$ cat config.mk
export PLATFORM = sky130hd
export DESIGN_NAME = csrepl_ctrl
export DESIGN_NICKNAME = d
export VERILOG_FILES = /design/src/design/csrepl_pkg.sv /design/src/design/csrepl_ctrl.sv
export SDC_FILE = /design/constraint.sdc
export NUM_CORES = 1
export LEC_CHECK = 0
export BUFFER_PORTS_ARGS = -buffer_cell sky130_fd_sc_hd__buf_2
export CORE_AREA = 2 2 39 41
export CTS_CLUSTER_SIZE = 12
export DETAILED_ROUTE_END_ITERATION = 7
export DIE_AREA = 0 0 41 43
export PLACE_DENSITY = 0.59
export SETUP_SLACK_MARGIN = 0.15
export SYNTH_ARGS = -nofsm -noshare
export SYNTH_HDL_FRONTEND = slang
export SYNTH_SLANG_ARGS = --single-unit
$ cat constraint.sdc
create_clock -name aclk -period 1.8 [get_ports aclk]
set_clock_uncertainty 0.2 [all_clocks]
set_input_delay 0.27 -clock aclk [delete_from_list [all_inputs] [get_ports aclk]]
set_output_delay 0.27 -clock aclk [all_outputs]
set_load 0.02 [all_outputs]
$ cat src/design/csrepl_pkg.sv
// ----------------------------------------------------------------------------
// csrepl_pkg
// Shared types and constants for the sparse-row entry position lookup block.
// ----------------------------------------------------------------------------
package csrepl_pkg;

    localparam int MAX_ROWS     = 1024;
    localparam int MAX_NONZEROS = 16384;
    localparam int COLUMN_BITS  = 16;

    localparam int KIND_W    = 2;
    localparam int SLOT_W    = 15;
    localparam int VALUE_W   = 16;
    localparam int ROW_W     = 10;
    localparam int COL_W     = 16;
    localparam int POS_W     = 14;
    localparam int STATUS_W  = 2;
    localparam int ROWCNT_W  = 11;
    localparam int OFFSET_W  = 15;
    localparam int ROWADDR_W = $clog2(MAX_ROWS + 1);
    localparam int COLADDR_W = $clog2(MAX_NONZEROS);
    localparam int PTR_W     = $clog2(MAX_NONZEROS + 1);

    localparam int S_DATA_W = 64;
    localparam int M_DATA_W = 16;

    localparam logic [KIND_W-1:0] KIND_WR_OFFSET = 2'd0;
    localparam logic [KIND_W-1:0] KIND_WR_COLUMN = 2'd1;
    localparam logic [KIND_W-1:0] KIND_LOOKUP    = 2'd2;

    localparam logic [STATUS_W-1:0] STATUS_FOUND   = 2'd0;
    localparam logic [STATUS_W-1:0] STATUS_BAD_ROW = 2'd1;
    localparam logic [STATUS_W-1:0] STATUS_ABSENT  = 2'd2;

    // input payload, last declared field (slot) in the lowest bits
    typedef struct packed {
        logic [S_DATA_W-SLOT_W-VALUE_W-ROW_W-COL_W-1:0] pad;
        logic [COL_W-1:0]   col;
        logic [ROW_W-1:0]   row;
        logic [VALUE_W-1:0] value;
        logic [SLOT_W-1:0]  slot;
    } s_data_t;

    typedef struct packed {
        logic                accept_lookup;
        logic                write_item;
        logic                load_begin;
        logic                load_end;
        logic                issue_probe;
        logic                apply_probe;
        logic                load_result;
        logic                result_search;
        logic [STATUS_W-1:0] result_code;
    } cmd_t;

    typedef struct packed {
        logic bad_row;
        logic empty;
        logic search_done;
    } stat_t;

endpackage

$ cat src/design/csrepl_ctrl.sv
// ----------------------------------------------------------------------------
// csrepl_ctrl
// Sequencer for store writes and the lookup: offset reads, binary search probes, result load.
// ----------------------------------------------------------------------------
module csrepl_ctrl import csrepl_pkg::*; (
    input  logic              aclk,
    input  logic              aresetn,
    input  logic              s_tvalid,
    output logic              s_tready,
    input  logic [KIND_W-1:0] s_kind,
    output logic              m_tvalid,
    input  logic              m_tready,
    input  stat_t             stat,
    output cmd_t              cmd
);

    localparam logic [2:0] S_IDLE   = 3'd0;
    localparam logic [2:0] S_BEGIN  = 3'd1;
    localparam logic [2:0] S_END    = 3'd2;
    localparam logic [2:0] S_SEARCH = 3'd3;
    localparam logic [2:0] S_PROBE  = 3'd4;
    localparam logic [2:0] S_DONE   = 3'd5;

    logic [2:0]          state_reg, state_next;
    logic                m_tvalid_reg, m_tvalid_next;
    logic                search_reg, search_next;
    logic [STATUS_W-1:0] code_reg, code_next;
    logic                accept;
    logic                out_free;

    assign s_tready = (state_reg == S_IDLE);
    assign accept   = s_tvalid && s_tready;
    assign m_tvalid = m_tvalid_reg;
    assign out_free = !m_tvalid_reg || m_tready;

    always_comb begin
        state_next    = state_reg;
        m_tvalid_next = m_tvalid_reg && !m_tready;
        search_next   = search_reg;
        code_next     = code_reg;
        cmd           = '0;
        cmd.result_search = search_reg;
        cmd.result_code   = code_reg;
        unique case (state_reg)
            S_IDLE: begin
                if (accept) begin
                    if (s_kind == KIND_WR_OFFSET || s_kind == KIND_WR_COLUMN) begin
                        cmd.write_item = 1'b1;
                    end else if (s_kind == KIND_LOOKUP) begin
                        cmd.accept_lookup = 1'b1;
                        if (stat.bad_row) begin
                            search_next = 1'b0;
                            code_next   = STATUS_BAD_ROW;
                            state_next  = S_DONE;
                        end else begin
                            state_next = S_BEGIN;
                        end
                    end
                end
            end
            S_BEGIN: begin
                cmd.load_begin = 1'b1;
                state_next     = S_END;
            end
            S_END: begin
                cmd.load_end = 1'b1;
                if (stat.empty) begin
                    search_next = 1'b0;
                    code_next   = STATUS_ABSENT;
                    state_next  = S_DONE;
                end else begin
                    state_next = S_SEARCH;
                end
            end
            S_SEARCH: begin
                if (stat.search_done) begin
                    search_next = 1'b1;
                    state_next  = S_DONE;
                end else begin
                    cmd.issue_probe = 1'b1;
                    state_next      = S_PROBE;
                end
            end
            S_PROBE: begin
                cmd.apply_probe = 1'b1;
                state_next      = S_SEARCH;
            end
            S_DONE: begin
                if (out_free) begin
                    cmd.load_result = 1'b1;
                    m_tvalid_next   = 1'b1;
                    state_next      = S_IDLE;
                end
            end
            default: begin
                state_next = S_IDLE;
            end
        endcase
    end

    always_ff @(posedge aclk) begin
        if (!aresetn) begin
            state_reg    <= S_IDLE;
            m_tvalid_reg <= 1'b0;
            search_reg   <= 1'b0;
            code_reg     <= STATUS_FOUND;
        end else begin
            state_reg    <= state_next;
            m_tvalid_reg <= m_tvalid_next;
            search_reg   <= search_next;
            code_reg     <= code_next;
        end
    end

    // result only overwrites a register that is empty or being drained
    assert property (@(posedge aclk) disable iff (!aresetn)
        cmd.load_result |-> (!m_tvalid_reg || m_tready))
        else $error("result loaded over an untaken result");

    // a probe read is always followed by its compare
    assert property (@(posedge aclk) disable iff (!aresetn)
        cmd.issue_probe |=> cmd.apply_probe)
        else $error("probe issued without compare");

    // at most one datapath step per cycle
    assert property (@(posedge aclk) disable iff (!aresetn)
        $onehot0({cmd.accept_lookup, cmd.write_item, cmd.load_begin, cmd.load_end,
                  cmd.issue_probe, cmd.apply_probe, cmd.load_result}))
        else $error("conflicting datapath commands");

endmodule

==> flow_summary.toml, run 1 <==
[run_status]
status = "finished clean"

[sta]
max_freq_mhz = 564
final_max_slew_viol_count = 0
worst_slew_pin_slew_ns = 0.255
rsz0062_at_grt = "true"
final-hold-violation-count = 0
period_needed_ns = 1.77
hold_ws_ns = 0.0785
setup_slack_ns = 0.0273
final.setup.tns_ns = 0
max-slew-margin-rel_pct = 82.9
fin_crit_sh_pct = 98.5
finalSetupViolCount = 0

[logic_synthesis]
ys.warnings.count = 0
avgSynthCellArea_um2 = 7.69
ys_seq_area_share_pct = 32.6
synthSimpleGateAreaFrac_pct = 34.0
synth_edf_count = 0
async_reset_ff_share_pct = 0
synth_top_area_cell = "dfxtp_1"
synth-xor-area-share_pct = 0
netlist_instances = 56
yosys_register_bits = 7
synth_most_common_cell = "dfxtp_1"
synth_common_cells = "7 x dfxtp_1, 5 x nor2_1, 5 x o21ai_0"
netlist_area_um2 = 430
synth.area.mux_share_pct = 0
synthFlopType = "dfxtp_1"
synth_top_area_share_pct = 32.6
synth_nets = 65
synth.area.top_cells = "dfxtp_1 33%, o21ai_0 5.8%, nand2b_1 4.4%"
synth_compound_area_share_pct = 22.4
netlist-cell-type-count = 26
synth_top_family_by_area = "simple AND/OR/NAND/NOR gates"
synthAdderAreaFrac_pct = 0

[route]
drc = 0
via_per_inst = 5.01
first_iter_violations = 10
drt-total-wl_um = 1110
dr.pass1.iters = 4
route.vias.total = 486
wl_per_cell_um = 11.5
detail-route-antenna-nets = 0

[floorplan]
die-area_mm2 = 0.00176
rows = 14
die_y_um = 43
die_x_um = 41
ios = 21
initial_core_util_pct = 31.1
core-area_mm2 = 0.00138

[grt]
antenna_found_initial = 0
grt_pass1_wl_um = 1660
grt_pass1_vias = 395
grtUsageTotal_pct = 14.8
grt-ovfl-total = 0
grt_max_degree = 13

[clock_network]
cts_made_buffers = 3
clkTransAtPathRegs_ns = 0.06
cts.path.max_buffers = 2
htree_levels = 1
clk_latency_ns = 0.26
tritoncts = "built"
cts_root_buf = "clkbuf_4"
hold_buffers = 0
clock_sinks = 7

[worst_setup_path]
cp_slowest_cell = "or3_4"
worstPathCellList = "or3_4, buf_4, nor2_4, buf_6"
required_ns = 1.33
cpPeakStageDelay_ns = 0.38
arrival_ns = 1.30
cp-start-kind = "flip-flop"
worstSetupStartpoint = "state_reg[0]"
cp_max_fo = 3
endpoint_kind = "primary output"
rr_startpoint = "state_reg[0]"
worstSetupPathType = "reg -> out"

[layout]
largest_register_ffs = 3
fin_area_um2 = 678
fin_nets = 91
fillers = 143
n_antenna_cell = 0
layout-drive-gt1-share_pct = 51.9
area_growth_pct = 57.6

[placement]
dpl-instance-area_um2 = 543
port_buffers = 20
dpl_worst_slack_ns = 0.164
hpwlAfterDp_um = 749
place_congestion = 0.812

[job]
maxCapViolCount = 0

[min_path]
holdCritPathClass = "in -> reg"
min-delay-start = "aresetn"

[pwr]
power_mw = 0.504
p_leak_nw = 0.312
powerDensity_mw_per_mm2 = 744
irDropWorstVdd_v = 0.000346
[area by class of cell]
cell class	count	area, µm²	area share [%]
Sequential cell	7	146	21.6
Clock buffer	4	26.3	3.87
Inverter	4	15.0	2.21
Timing Repair Buffer	27	183	26.9
Multi-Input combinational cell	39	288	42.4
Tap cell	16	20.0	2.95
[metal layers]
layer / global-route usage [%] / vias to the layer above / part of all wire (%)
li1: - / 246 / -
met1: 17.4 / 220 / 41
met2: 19.7 / 18 / 51
met3: 7.85 / 2 / 7.1
met4: 10.0 / 0 / 0.36
met5: 0 / - / 0
[metrics by stage]
| step | util, % | cells |
|---|---|---|
| final | 49.0 | 97 |
| after global routing | 49.0 | 97 |
| after CTS | 44.7 | 94 |
| after detailed placement | 39.2 | 88 |
| after global placement | 39.2 | 88 |
| after floorplan | - | 56 |
[cell usage in the layout (no fill, tap or decap), types with 2 or more instances in the layout]
master    synthesis  layout
a21oi_1           3       2
inv_1             4       4
nand2b_1          3       2
nor3b_2           0       2
buf_2             2      14
buf_4             2       9
and2_1            2       2
o21ai_0           5       5
o31ai_1           2       2
clkbuf_4          0       3
dfxtp_2           0       2
nor2_1            5       3
nor2b_1           2       2
dfxtp_1           7       4
buf_6             0       4
nand3b_1          2       2
nand2_1           2       2
[report_power, final]
part	internal, mW	total (mW)	switching [mW]
logic	0.0882	0.179	0.0912
clock network	0.0849	0.148	0.0632
registers	0.168	0.177	0.00883
[critical path: cells and delay by family, from the launching register on]
| kind | cells | cell delay [ns] |
|---|---|---|
| flops | 1 | 0.31 |
| simple gates | 2 | 0.45 |
| buf+inv | 2 | 0.28 |
[worst paths after layout]
kind                   to  slack, ns  cells past startpoint
min reg2reg   code_reg[0]       0.28                      2
max                cmd[9]       0.03                      4
max reg2reg   code_reg[1]       0.07                      5
min          state_reg[0]       0.08                      2
[cells by family after synthesis]
family	after synthesis
buffers and inverters	10
AOI/OAI and AO/OA	15
and+or+nand+nor	24
DFF	7
[repair_timing]
item                                    in CTS  in global routing
buffers inserted                             2                  2
endpoints found under the hold margin        0                  0
resized for setup                           11                 13
endpoints found under the setup margin       5                  8
cloned                                       0                  1
pin swaps                                    3                  2
No activity file was read; power rests on OpenSTA's default activity.
==> run 2: changes to the inputs <==
SETUP_SLACK_MARGIN = 0.5   (was 0.15)
==> run 2 against run 1 <==
  * Largest power group unchanged
  * Sequential power is essentially flat
  * Routed wire length rose by 15%
  * Maximum frequency down 0.83%
  * Non-clock buffer count rose by 6
  * Via count grew 8.8%
  * Highest routed layer unchanged
  * Final cell count grew 6.2%
  * Largest cell class unchanged
  * Sequential cell count did not move
==> flow_summary.toml, run 2 (synthesized netlist as in run 1, its figures left out) <==
[run_status]
status = "finished clean"

[clock_network]
hold_buffers = 0
htree_levels = 1
tritoncts = "built"
clkTransAtPathRegs_ns = 0.05
cts.path.max_buffers = 2
cts_root_buf = "clkbuf_4"
clock_sinks = 7
clk_latency_ns = 0.25
cts_made_buffers = 3

[layout]
fin_area_um2 = 827
fin_nets = 97
n_antenna_cell = 0
stdcell_count = 103
final_common_cell = "buf_6"
fillers = 117
fin_util_pct = 59.8
final_cell_mix = "13 x buf_6, 12 x buf_2, 8 x buf_4, 4 x dfxtp_1"
layout-drive-gt1-share_pct = 65.5
largest_register_ffs = 3
area_growth_pct = 92.2

[pwr]
powerDensity_mw_per_mm2 = 685
irDropWorstVdd_v = 0.000315
p_leak_nw = 0.375

[route]
route.vias.total = 529
drt-total-wl_um = 1280
first_iter_violations = 9
via_per_inst = 5.14
wl_per_cell_um = 12.4
detail-route-antenna-nets = 0
dr.pass1.iters = 4
drc = 0

[sta]
rsz0062_at_grt = "true"
fin_crit_sh_pct = 99.3
worst_slew_pin_slew_ns = 0.309
finalSetupViolCount = 0
max_freq_mhz = 559
final-hold-violation-count = 0
period_needed_ns = 1.79
final.setup.tns_ns = 0
max-slew-margin-rel_pct = 79.2
final_max_slew_viol_count = 0

[floorplan]
rows = 14
die_x_um = 41
die_y_um = 43
die-area_mm2 = 0.00176
initial_core_util_pct = 31.1
ios = 21
core-area_mm2 = 0.00138

[placement]
dpl-instance-area_um2 = 576
place_congestion = 0.715
placed_cells = 89
port_buffers = 20
hpwlAfterDp_um = 841

[grt]
grt_pass1_vias = 446
grtUsageTotal_pct = 16.7
grt-ovfl-total = 0
grt_max_degree = 13
antenna_found_initial = 0
grt_pass1_wl_um = 1940

[worst_setup_path]
arrival_ns = 1.32
endpoint_kind = "primary output"
required_ns = 1.33
cp-start-kind = "flip-flop"
cp_max_fo = 4
worstSetupPathType = "reg -> out"

[job]
maxCapViolCount = 0

[min_path]
holdCritPathClass = "in -> reg"
## run 2: cell types whose count changed in the layout (fill, tap and decap cells not counted), moves of 2 or more
cell,previous run,this run
nor2_4,1,3
nor3b_4,0,2
nor3b_2,2,0
nor2_1,3,1
buf_6,4,13
o21ai_0,5,3
buf_2,14,12
## run 2: worst max-delay path, stage by stage, from the launching register on
cell and delay [ns]:
dfxtp_1 0.31, or3_4 0.42, nor3b_4 0.20, buf_6 0.14
## run 2: final timing paths
path / startpoint / end / slack [ns] / cells past startpoint
worst min-delay path: aresetn / state_reg[0] / 0.07 / 2
worst min register to register: code_reg[0] / code_reg[0] / 0.29 / 2
worst max register to register: state_reg[0] / code_reg[1] / 0.10 / 5
worst max-delay path: state_reg[0] / cmd[8] / 0.01 / 3
## run 2: cell type report
class                   instances  area [µm²]  share of cell area (%)
well taps                      16        20.0                    2.42
multi-input cells              39         355                    43.0
inverters                       4        15.0                    1.82
repair buffers                 33         267                    32.2
clock buffers                   4        26.3                    3.18
flip-flops and latches          7         144                    17.4
## run 2: power breakdown
| group | switching [mW] | total, mW | internal (mW) |
|---|---|---|---|
| sequential | 0.00996 | 0.179 | 0.169 |
| clock | 0.0609 | 0.146 | 0.0848 |
| combinational | 0.114 | 0.242 | 0.128 |
## run 2: what timing repair did
item,4_1_cts,5_1_grt
pin swaps,4,1
hold endpoints to repair,0,0
setup buffers,6,3
endpoints found under the setup margin,13,16
gates cloned,1,0
resized for setup,34,10
## run 2: per-layer routing
metal  global-route usage (%)  up-vias  part of all wire (%)
li1                         -      259                     -
met1                     19.0      249                    39
met2                     26.9       19                    53
met3                     4.71        2                   7.4
met4                     8.00        0                  0.31
met5                        0        -                     0
## run 2: stage by stage
step	setup slack [ns]	hold slack [ns]	total power [mW]
global placement	0.200	0.257	0.320
finish	0.0125	0.0745	0.567
CTS	0.0163	0.0744	0.550
detailed placement	0.160	0.269	0.323
floorplan	0.267	0.188	0.291
global route	-0.0454	0.0729	0.605
